`src/sv/kvt_pkg.sv`:
```
`default_nettype none

package kvt_pkg;

    localparam int CAPACITY_DEF = 16;
    localparam int OP_W         = 3;
    localparam int KEY_W        = 32;
    localparam int VAL_W        = 32;
    localparam int PICK_W       = 32;
    localparam int CNT_OUT_W    = 5;

    typedef enum logic [OP_W-1:0] {
        OP_CLEAR  = 3'd0,
        OP_INSERT = 3'd1,
        OP_FIND   = 3'd2,
        OP_UPDATE = 3'd3,
        OP_DELETE = 3'd4,
        OP_UPSERT = 3'd5
    } op_t;

    typedef enum logic [2:0] {
        ST_IDLE,
        ST_SCAN,
        ST_ACT,
        ST_FETCH,
        ST_MOVE,
        ST_MOD,
        ST_REPL,
        ST_DONE
    } state_t;

endpackage

`default_nettype wire

```
`src/sv/kvt_ram.sv`:
```
`default_nettype none

module kvt_ram #(
    parameter int WIDTH = 32,
    parameter int DEPTH = 16,
    localparam int AW   = (DEPTH > 1) ? $clog2(DEPTH) : 1
) (
    input  wire logic             clk,
    input  wire logic             we,
    input  wire logic [AW-1:0]    waddr,
    input  wire logic [WIDTH-1:0] wdata,
    input  wire logic [AW-1:0]    raddr,
    output logic      [WIDTH-1:0] rdata
);

    logic [WIDTH-1:0] mem [DEPTH];

    always_ff @(posedge clk)
    begin
        if (we)
        begin
            mem[waddr] <= wdata;
        end
        rdata <= mem[raddr];
    end

endmodule

`default_nettype wire

```
`src/sv/key_value_table_random_replace.sv`:
```
`default_nettype none

// Key/value table, up to CAPACITY unique 32-bit keys with 32-bit values.
// Input channel (in_valid/in_ready) carries op, lookup_key, new_value and
// random_pick; output channel (out_valid/out_ready) returns ok, read_value
// and entry_count, exactly one result transaction per input transaction.
// Entries sit packed in slots 0..count-1 of two RAMs (keys, values), each
// with one write and one read port; a single key comparator scans them
// one slot per cycle. A scan that misses reads all count slots; a hit in
// slot i stops the scan early. Find then adds a value fetch and delete a
// move of the last entry. Clear and unused codes skip the scan. An upsert
// into a full table adds three multiplier passes for random_pick mod
// CAPACITY, then the overwrite. The result becomes valid in the same cycle
// that in_ready rises again. One item at a time: in_ready is high only
// when the sequencer is idle. The result sits in an output register, so a
// new item is taken while a result waits; a stalled receiver holds the
// sequencer only when the next result is ready and the register is still
// full.
// Reset empties the table (count 0); RAM contents are not cleared.
module key_value_table_random_replace
    import kvt_pkg::*;
#(
    parameter int CAPACITY = CAPACITY_DEF
) (
    input  wire logic                 clk,
    input  wire logic                 rst_n,
    input  wire logic                 in_valid,
    output logic                      in_ready,
    input  wire logic [OP_W-1:0]      op,
    input  wire logic [KEY_W-1:0]     lookup_key,
    input  wire logic [VAL_W-1:0]     new_value,
    input  wire logic [PICK_W-1:0]    random_pick,
    output logic                      out_valid,
    input  wire logic                 out_ready,
    output logic                      ok,
    output logic      [VAL_W-1:0]     read_value,
    output logic      [CNT_OUT_W-1:0] entry_count
);

    localparam int IDXW  = (CAPACITY > 1) ? $clog2(CAPACITY) : 1;
    localparam int CNTW  = $clog2(CAPACITY + 1);
    // reciprocal for random_pick mod CAPACITY: q = (pick * RECIP) >> (32 + LSH)
    localparam int LSH   = $clog2(CAPACITY);
    localparam int MW    = 17;
    localparam int LO_W  = MW - 1;
    localparam int RCPW  = 2 * MW - 1;
    localparam int PRODW = PICK_W + MW;
    localparam int ACCW  = PICK_W + RCPW;
    localparam logic [63:0] RECIP =
        ((64'd1 << (PICK_W + LSH)) + 64'(CAPACITY - 1)) / 64'(CAPACITY);
    localparam logic [MW-1:0] RECIP_LO = {1'b0, RECIP[LO_W-1:0]};
    localparam logic [MW-1:0] RECIP_HI = RECIP[RCPW-1:LO_W];

    state_t              state_reg, state_next;
    logic [CNTW-1:0]     count_reg, count_next;
    logic [CNTW-1:0]     addr_reg, addr_next;
    logic                cmp_vld_reg, cmp_vld_next;
    logic                out_valid_reg, out_valid_next;
    logic [1:0]          phase_reg, phase_next;

    logic [OP_W-1:0]     op_reg, op_next;
    logic [KEY_W-1:0]    key_reg, key_next;
    logic [VAL_W-1:0]    value_reg, value_next;
    logic [PICK_W-1:0]   pick_reg, pick_next;
    logic [IDXW-1:0]     slot_reg, slot_next;
    logic                found_reg, found_next;
    logic                res_ok_reg, res_ok_next;
    logic [VAL_W-1:0]    res_value_reg, res_value_next;
    logic [IDXW-1:0]     rem_reg, rem_next;
    logic [ACCW-1:0]     acc_reg, acc_next;
    logic                out_ok_reg, out_ok_next;
    logic [VAL_W-1:0]    out_value_reg, out_value_next;
    logic [CNT_OUT_W-1:0] out_count_reg, out_count_next;

    logic                key_we, val_we;
    logic [IDXW-1:0]     key_waddr, val_waddr, key_raddr, val_raddr;
    logic [KEY_W-1:0]    key_wdata, key_rdata;
    logic [VAL_W-1:0]    val_wdata, val_rdata;

    logic                full;
    logic [CNTW-1:0]     hit_pos, last_pos;
    logic [CNTW+CNT_OUT_W-1:0] count_ext;
    logic [PICK_W-1:0]   mul_a;
    logic [MW-1:0]       mul_b;
    logic [PRODW-1:0]    mul_p;
    logic [PICK_W-1:0]   quo;

    kvt_ram #(.WIDTH(KEY_W), .DEPTH(CAPACITY)) u_key_ram (
        .clk   (clk),
        .we    (key_we),
        .waddr (key_waddr),
        .wdata (key_wdata),
        .raddr (key_raddr),
        .rdata (key_rdata)
    );

    kvt_ram #(.WIDTH(VAL_W), .DEPTH(CAPACITY)) u_val_ram (
        .clk   (clk),
        .we    (val_we),
        .waddr (val_waddr),
        .wdata (val_wdata),
        .raddr (val_raddr),
        .rdata (val_rdata)
    );

    assign full      = (count_reg == CNTW'(CAPACITY));
    assign hit_pos   = addr_reg - 1'b1;
    assign last_pos  = count_reg - 1'b1;
    assign count_ext = {{CNT_OUT_W{1'b0}}, count_next};
    assign mul_p     = PRODW'(mul_a) * PRODW'(mul_b);
    assign quo       = PICK_W'(acc_reg >> (PICK_W + LSH));

    assign in_ready    = (state_reg == ST_IDLE);
    assign out_valid   = out_valid_reg;
    assign ok          = out_ok_reg;
    assign read_value  = out_value_reg;
    assign entry_count = out_count_reg;

    always_ff @(posedge clk or negedge rst_n)
    begin
        if (!rst_n)
        begin
            state_reg     <= ST_IDLE;
            count_reg     <= '0;
            addr_reg      <= '0;
            cmp_vld_reg   <= 1'b0;
            out_valid_reg <= 1'b0;
            phase_reg     <= '0;
        end
        else
        begin
            state_reg     <= state_next;
            count_reg     <= count_next;
            addr_reg      <= addr_next;
            cmp_vld_reg   <= cmp_vld_next;
            out_valid_reg <= out_valid_next;
            phase_reg     <= phase_next;
        end
    end

    always_ff @(posedge clk)
    begin
        op_reg        <= op_next;
        key_reg       <= key_next;
        value_reg     <= value_next;
        pick_reg      <= pick_next;
        slot_reg      <= slot_next;
        found_reg     <= found_next;
        res_ok_reg    <= res_ok_next;
        res_value_reg <= res_value_next;
        rem_reg       <= rem_next;
        acc_reg       <= acc_next;
        out_ok_reg    <= out_ok_next;
        out_value_reg <= out_value_next;
        out_count_reg <= out_count_next;
    end

    always_comb
    begin
        state_next     = state_reg;
        count_next     = count_reg;
        addr_next      = addr_reg;
        cmp_vld_next   = cmp_vld_reg;
        out_valid_next = out_valid_reg;
        phase_next     = phase_reg;
        op_next        = op_reg;
        key_next       = key_reg;
        value_next     = value_reg;
        pick_next      = pick_reg;
        slot_next      = slot_reg;
        found_next     = found_reg;
        res_ok_next    = res_ok_reg;
        res_value_next = res_value_reg;
        rem_next       = rem_reg;
        acc_next       = acc_reg;
        out_ok_next    = out_ok_reg;
        out_value_next = out_value_reg;
        out_count_next = out_count_reg;

        key_we    = 1'b0;
        val_we    = 1'b0;
        key_waddr = slot_reg;
        val_waddr = slot_reg;
        key_wdata = key_reg;
        val_wdata = value_reg;
        key_raddr = addr_reg[IDXW-1:0];
        val_raddr = slot_reg;
        mul_a     = pick_reg;
        mul_b     = RECIP_LO;

        if (out_valid_reg && out_ready)
        begin
            out_valid_next = 1'b0;
        end

        case (state_reg)
            ST_IDLE:
            begin
                if (in_valid)
                begin
                    op_next        = op;
                    key_next       = lookup_key;
                    value_next     = new_value;
                    pick_next      = random_pick;
                    addr_next      = '0;
                    cmp_vld_next   = 1'b0;
                    res_ok_next    = 1'b0;
                    res_value_next = '0;
                    case (op_t'(op))
                        OP_CLEAR:
                        begin
                            count_next  = '0;
                            res_ok_next = 1'b1;
                            state_next  = ST_DONE;
                        end
                        OP_INSERT, OP_FIND, OP_UPDATE, OP_DELETE, OP_UPSERT:
                        begin
                            state_next = ST_SCAN;
                        end
                        default:
                        begin
                            state_next = ST_DONE;
                        end
                    endcase
                end
            end

            // one read issued per cycle, compare checks the slot read before the current address
            ST_SCAN:
            begin
                if (cmp_vld_reg && (key_rdata == key_reg))
                begin
                    found_next = 1'b1;
                    slot_next  = hit_pos[IDXW-1:0];
                    state_next = ST_ACT;
                end
                else if (addr_reg == count_reg)
                begin
                    found_next = 1'b0;
                    state_next = ST_ACT;
                end
                else
                begin
                    cmp_vld_next = 1'b1;
                    addr_next    = addr_reg + 1'b1;
                end
            end

            ST_ACT:
            begin
                state_next = ST_DONE;
                case (op_t'(op_reg))
                    OP_INSERT:
                    begin
                        if (!found_reg && !full)
                        begin
                            key_we      = 1'b1;
                            val_we      = 1'b1;
                            key_waddr   = count_reg[IDXW-1:0];
                            val_waddr   = count_reg[IDXW-1:0];
                            count_next  = count_reg + 1'b1;
                            res_ok_next = 1'b1;
                        end
                    end
                    OP_FIND:
                    begin
                        if (found_reg)
                        begin
                            val_raddr   = slot_reg;
                            res_ok_next = 1'b1;
                            state_next  = ST_FETCH;
                        end
                    end
                    OP_UPDATE:
                    begin
                        if (found_reg)
                        begin
                            val_we      = 1'b1;
                            res_ok_next = 1'b1;
                        end
                    end
                    OP_DELETE:
                    begin
                        if (found_reg)
                        begin
                            key_raddr   = last_pos[IDXW-1:0];
                            val_raddr   = last_pos[IDXW-1:0];
                            count_next  = last_pos;
                            res_ok_next = 1'b1;
                            state_next  = ST_MOVE;
                        end
                    end
                    OP_UPSERT:
                    begin
                        res_ok_next = 1'b1;
                        if (found_reg)
                        begin
                            val_we = 1'b1;
                        end
                        else if (!full)
                        begin
                            key_we     = 1'b1;
                            val_we     = 1'b1;
                            key_waddr  = count_reg[IDXW-1:0];
                            val_waddr  = count_reg[IDXW-1:0];
                            count_next = count_reg + 1'b1;
                        end
                        else
                        begin
                            phase_next = '0;
                            state_next = ST_MOD;
                        end
                    end
                    default:
                    begin
                        state_next = ST_DONE;
                    end
                endcase
            end

            ST_FETCH:
            begin
                res_value_next = val_rdata;
                state_next     = ST_DONE;
            end

            // last entry fills the freed slot
            ST_MOVE:
            begin
                key_we     = 1'b1;
                val_we     = 1'b1;
                key_wdata  = key_rdata;
                val_wdata  = val_rdata;
                state_next = ST_DONE;
            end

            // pick * RECIP in two halves, then remainder = pick - q * CAPACITY
            ST_MOD:
            begin
                case (phase_reg)
                    2'd0:
                    begin
                        acc_next   = ACCW'(mul_p);
                        phase_next = 2'd1;
                    end
                    2'd1:
                    begin
                        mul_b      = RECIP_HI;
                        acc_next   = acc_reg + (ACCW'(mul_p) << LO_W);
                        phase_next = 2'd2;
                    end
                    default:
                    begin
                        mul_a      = quo;
                        mul_b      = MW'(CAPACITY);
                        rem_next   = pick_reg[IDXW-1:0] - mul_p[IDXW-1:0];
                        state_next = ST_REPL;
                    end
                endcase
            end

            ST_REPL:
            begin
                key_we     = 1'b1;
                val_we     = 1'b1;
                key_waddr  = rem_reg;
                val_waddr  = rem_reg;
                state_next = ST_DONE;
            end

            ST_DONE:
            begin
                if (!out_valid_reg || out_ready)
                begin
                    out_valid_next = 1'b1;
                    out_ok_next    = res_ok_reg;
                    out_value_next = res_value_reg;
                    out_count_next = count_ext[CNT_OUT_W-1:0];
                    state_next     = ST_IDLE;
                end
            end

            default:
            begin
                state_next = ST_IDLE;
            end
        endcase
    end

endmodule

`default_nettype wire
```
`config.mk`:
```
export PLATFORM = sky130hd
export DESIGN_NAME = key_value_table_random_replace
export DESIGN_NICKNAME = d
export VERILOG_FILES = /design/src/sv/kvt_pkg.sv /design/src/sv/kvt_ram.sv /design/src/sv/key_value_table_random_replace.sv
export SDC_FILE = /design/constraint.sdc
export NUM_CORES = 2
export LEC_CHECK = 0
export BUFFER_PORTS_ARGS = -buffer_cell sky130_fd_sc_hd__buf_2
export CAP_MARGIN = 10
export CORE_UTILIZATION = 30
export DETAILED_ROUTE_END_ITERATION = 8
export GPL_TIMING_DRIVEN = 0
export PLACE_DENSITY = 0.44
export SETUP_SLACK_MARGIN = 0.1
export SYNTH_ARGS = -nofsm -noshare
export SYNTH_HDL_FRONTEND = slang
export SYNTH_SLANG_ARGS = --single-unit
```
`constraint.sdc`:
```
create_clock -name clk -period 5.9 [get_ports clk]
set_input_delay 0.885 -clock clk [delete_from_list [all_inputs] [get_ports clk]]
set_output_delay 0.885 -clock clk [all_outputs]
set_load 0.02 [all_outputs]
```
==> results.toml <==
[outcome]
run_status = "complete, but fails checks"
violations = "design-rule violations"

[logic_synthesis]
syn_avg_cell_area_um2 = 15.0
ys_warn_count = 0
synth.yosys.seq_area_share_pct = 74.2
syn_nets = 3439
synth_fa_ha_area_share_pct = 0.100
postSynthCellCount = 3332
synth_top_family_by_area = "compound AO/OA/AOI/OAI gates"
netlist_area_um2 = 49900
async_flop_share_pct = 1.35
synth_edf_count = 1175
synth_mux_area_share_pct = 1.55
ys.flop_type = "edfxtp_1"
synth-simple-area-share_pct = 9.88
synth_compound_area_share_pct = 11.0
yosys.area_share.xor_xnor_pct = 0.825
synth_seq_cells = 1256
yosys.cell_types.count = 71

[route]
drtIter0Drc = 2914
drtPass1Iterations = 8
wirelength_mm = 164
wl_per_cell_um = 27.3
route.met3.wl_mm = 8.47
ant_nets = 0
dr_wl_met2_mm = 77.6
drt-met1-wl_mm = 74.1
drt-vias-per-instance = 5.14
routed-via-count = 30800
post-route-drc-count = 24
topRoutingLayerUsed = "met4"

[grt]
grt_pass1_wl_mm = 232
antenna_found_initial = 9
grt_overflow = 0
first_global_vias = 30400
grt_util_all_layers_pct = 19.3
grt_max_degree = 42

[sta]
drv_slew = 0
tightest_slew_ns = 1.35
slew_headroom_pct = 10.3
fin_crit_sh_pct = 87.7
period_minus_slack_ns = 5.18
setup_slack_ns = 0.724
final.setup.tns_ns = 0
max_freq_ghz = 0.193
worst_hold_slack_ns = 0.0497
rsz0062_at_grt = "no"
finalHoldViolCount = 0
setup_violations = 0
finClkSkew_ns = 0.0251

[final_layout]
largest_registers = "u_key_ram.mem x512, u_val_ram.mem x512"
final_common_cell = "edfxtp_1"
fin_nets = 3784
final_cell_area_um2 = 59200
utilization_pct = 35.9
drive_gt1_share_pct = 16.4
final_cell_mix = "edfxtp_1 (1175), nand2_1 (414), and3_1 (321)"
area_delta_synth_final_pct = 18.6

[min_path]
hold_class = "primary input to asynchronous set/reset pin"

[die]
io_pins = 143
fp.dieW_um = 410
die_area_um2 = 168000
core_um2 = 165000
std_cell_rows = 149
die_h_um = 410
start_util_pct = 30.2

[worst_setup_path]
cp-end-kind = "register"
worstSetupPathType = "register to register"
arrival_ns = 5.65
required_ns = 6.37
cp_max_fo = 19
start_kind = "register"

[cts]
cts_tree = "done"
cts_root_buffer = "clkbuf_16"
cts.sinks = 1256
cts.path.max_buffers = 3
cts.hold.buffers_added = 0
cts-resized-gates = 0
clkLatencyLatePin_ns = 0.80
clk_pin_slew_ns = 0.06
cts_setup_buffers = 0
cts-buffers-inserted = 146
cts_max_level = 4

[place]
place_ws_ns = 0.717
postPlaceCellArea_um2 = 54500
dp_hpwl_mm = 111
place_congestion = 0.791
io_buffers = 114

[power]
vdd_ir_drop_max_mv = 0.302
p_per_area_nw_per_um2 = 444
p_leak_nw = 20.2

[run]
cap_violations = 0
final timing paths:
path	cells after the start	start	end	slack, ns
setup reg to reg	10	count_reg[0]$_DFF_PN0_	u_val_ram.mem[11][26]$_DFFE_PP_	0.72
setup / recovery	10	count_reg[0]$_DFF_PN0_	u_val_ram.mem[11][26]$_DFFE_PP_	0.72
min in group clk	1	lookup_key[13]	key_reg[13]$_DFFE_PP_	0.26
hold reg to reg	0	res_value_reg[20]$_SDFFCE_PN0P_	read_value[20]$_DFFE_PP_	0.42
hold / removal	1	rst_n	count_reg[1]$_DFF_PN0_	0.05
max in group asynchronous	1	rst_n	state_reg[2]$_DFFE_PN0P_	5.51
synthesized netlist by cell type (all sizes together), types with 13 or more instances:
cell type	number	share of area, %
edfxtp	1175	71
nand2	417	3.2
and3	321	4.0
a211oi	258	3.9
clkbuf	160	1.2
buf	102	1.2
nand3	79	0.83
a31oi	67	0.84
a21boi	66	1.0
o31ai	65	0.98
o32ai	65	1.1
a211o	64	1.1
a311oi	64	1.1
dfxtp	64	2.6
mux2	64	1.4
nor2	40	0.32
and2	38	0.48
nor3	29	0.31
xor2	29	0.51
o21ai	20	0.23
xnor2	18	0.32
dfrtp	17	0.85
inv	13	0.098
worst max-delay path: stages, from the launching register on:
cell and delay [ns]:
dfrtp_1 0.35, clkbuf_1 0.41, inv_1 0.12, ha_1 0.30, and4bb_2 0.35, nor3_4 0.34, o21ai_0 0.19, a221oi_2 1.04
nand3_1 0.66, nor2_4 0.73, buf_12 0.29
where the power goes:
part / switching, W / leakage [nW] / internal, W
logic: 0.00449 / 6.63 / 0.00171
registers: 0.000273 / 11.4 / 0.0109
clock network: 0.00377 / 2.26 / 0.00508
layer usage:
metal | global-route usage (%) | vias up
met5 | 0 | -
met4 | 5.46 | 0
met2 | 31.3 | 938
met1 | 26.8 | 15800
li1 | - | 13800
met3 | 2.84 | 209
layout make-up:
type	count	area, µm²
fillers	15800	106000
multi-input cells	1801	11800
well taps	2189	2740
clock buffers	220	4110
inverters	13	51.3
clock inverters	52	539
diodes	1	2.50
plain buffers	262	1210
repair buffers	197	1670
flip-flops and latches	1256	37000
per-stage QoR:
stage / instances / power [W]
after CTS: 5990 / 0.0265
after detailed placement: 5718 / 0.0176
after floorplan: 3332 / 0.0147
after global routing: 5990 / 0.0272
after global placement: 5635 / 0.0175
final: 5991 / 0.0262
cells by family after synthesis:
group,count (synthesis)
AND/OR/NAND/NOR,970
AO/OA/AOI/OAI,711
buffers and inverters,275
multiplexers,69
adder cells (fa/ha/maj),4
XOR/XNOR,47
flip-flops,1256
Power figures use the tool's default switching activity.
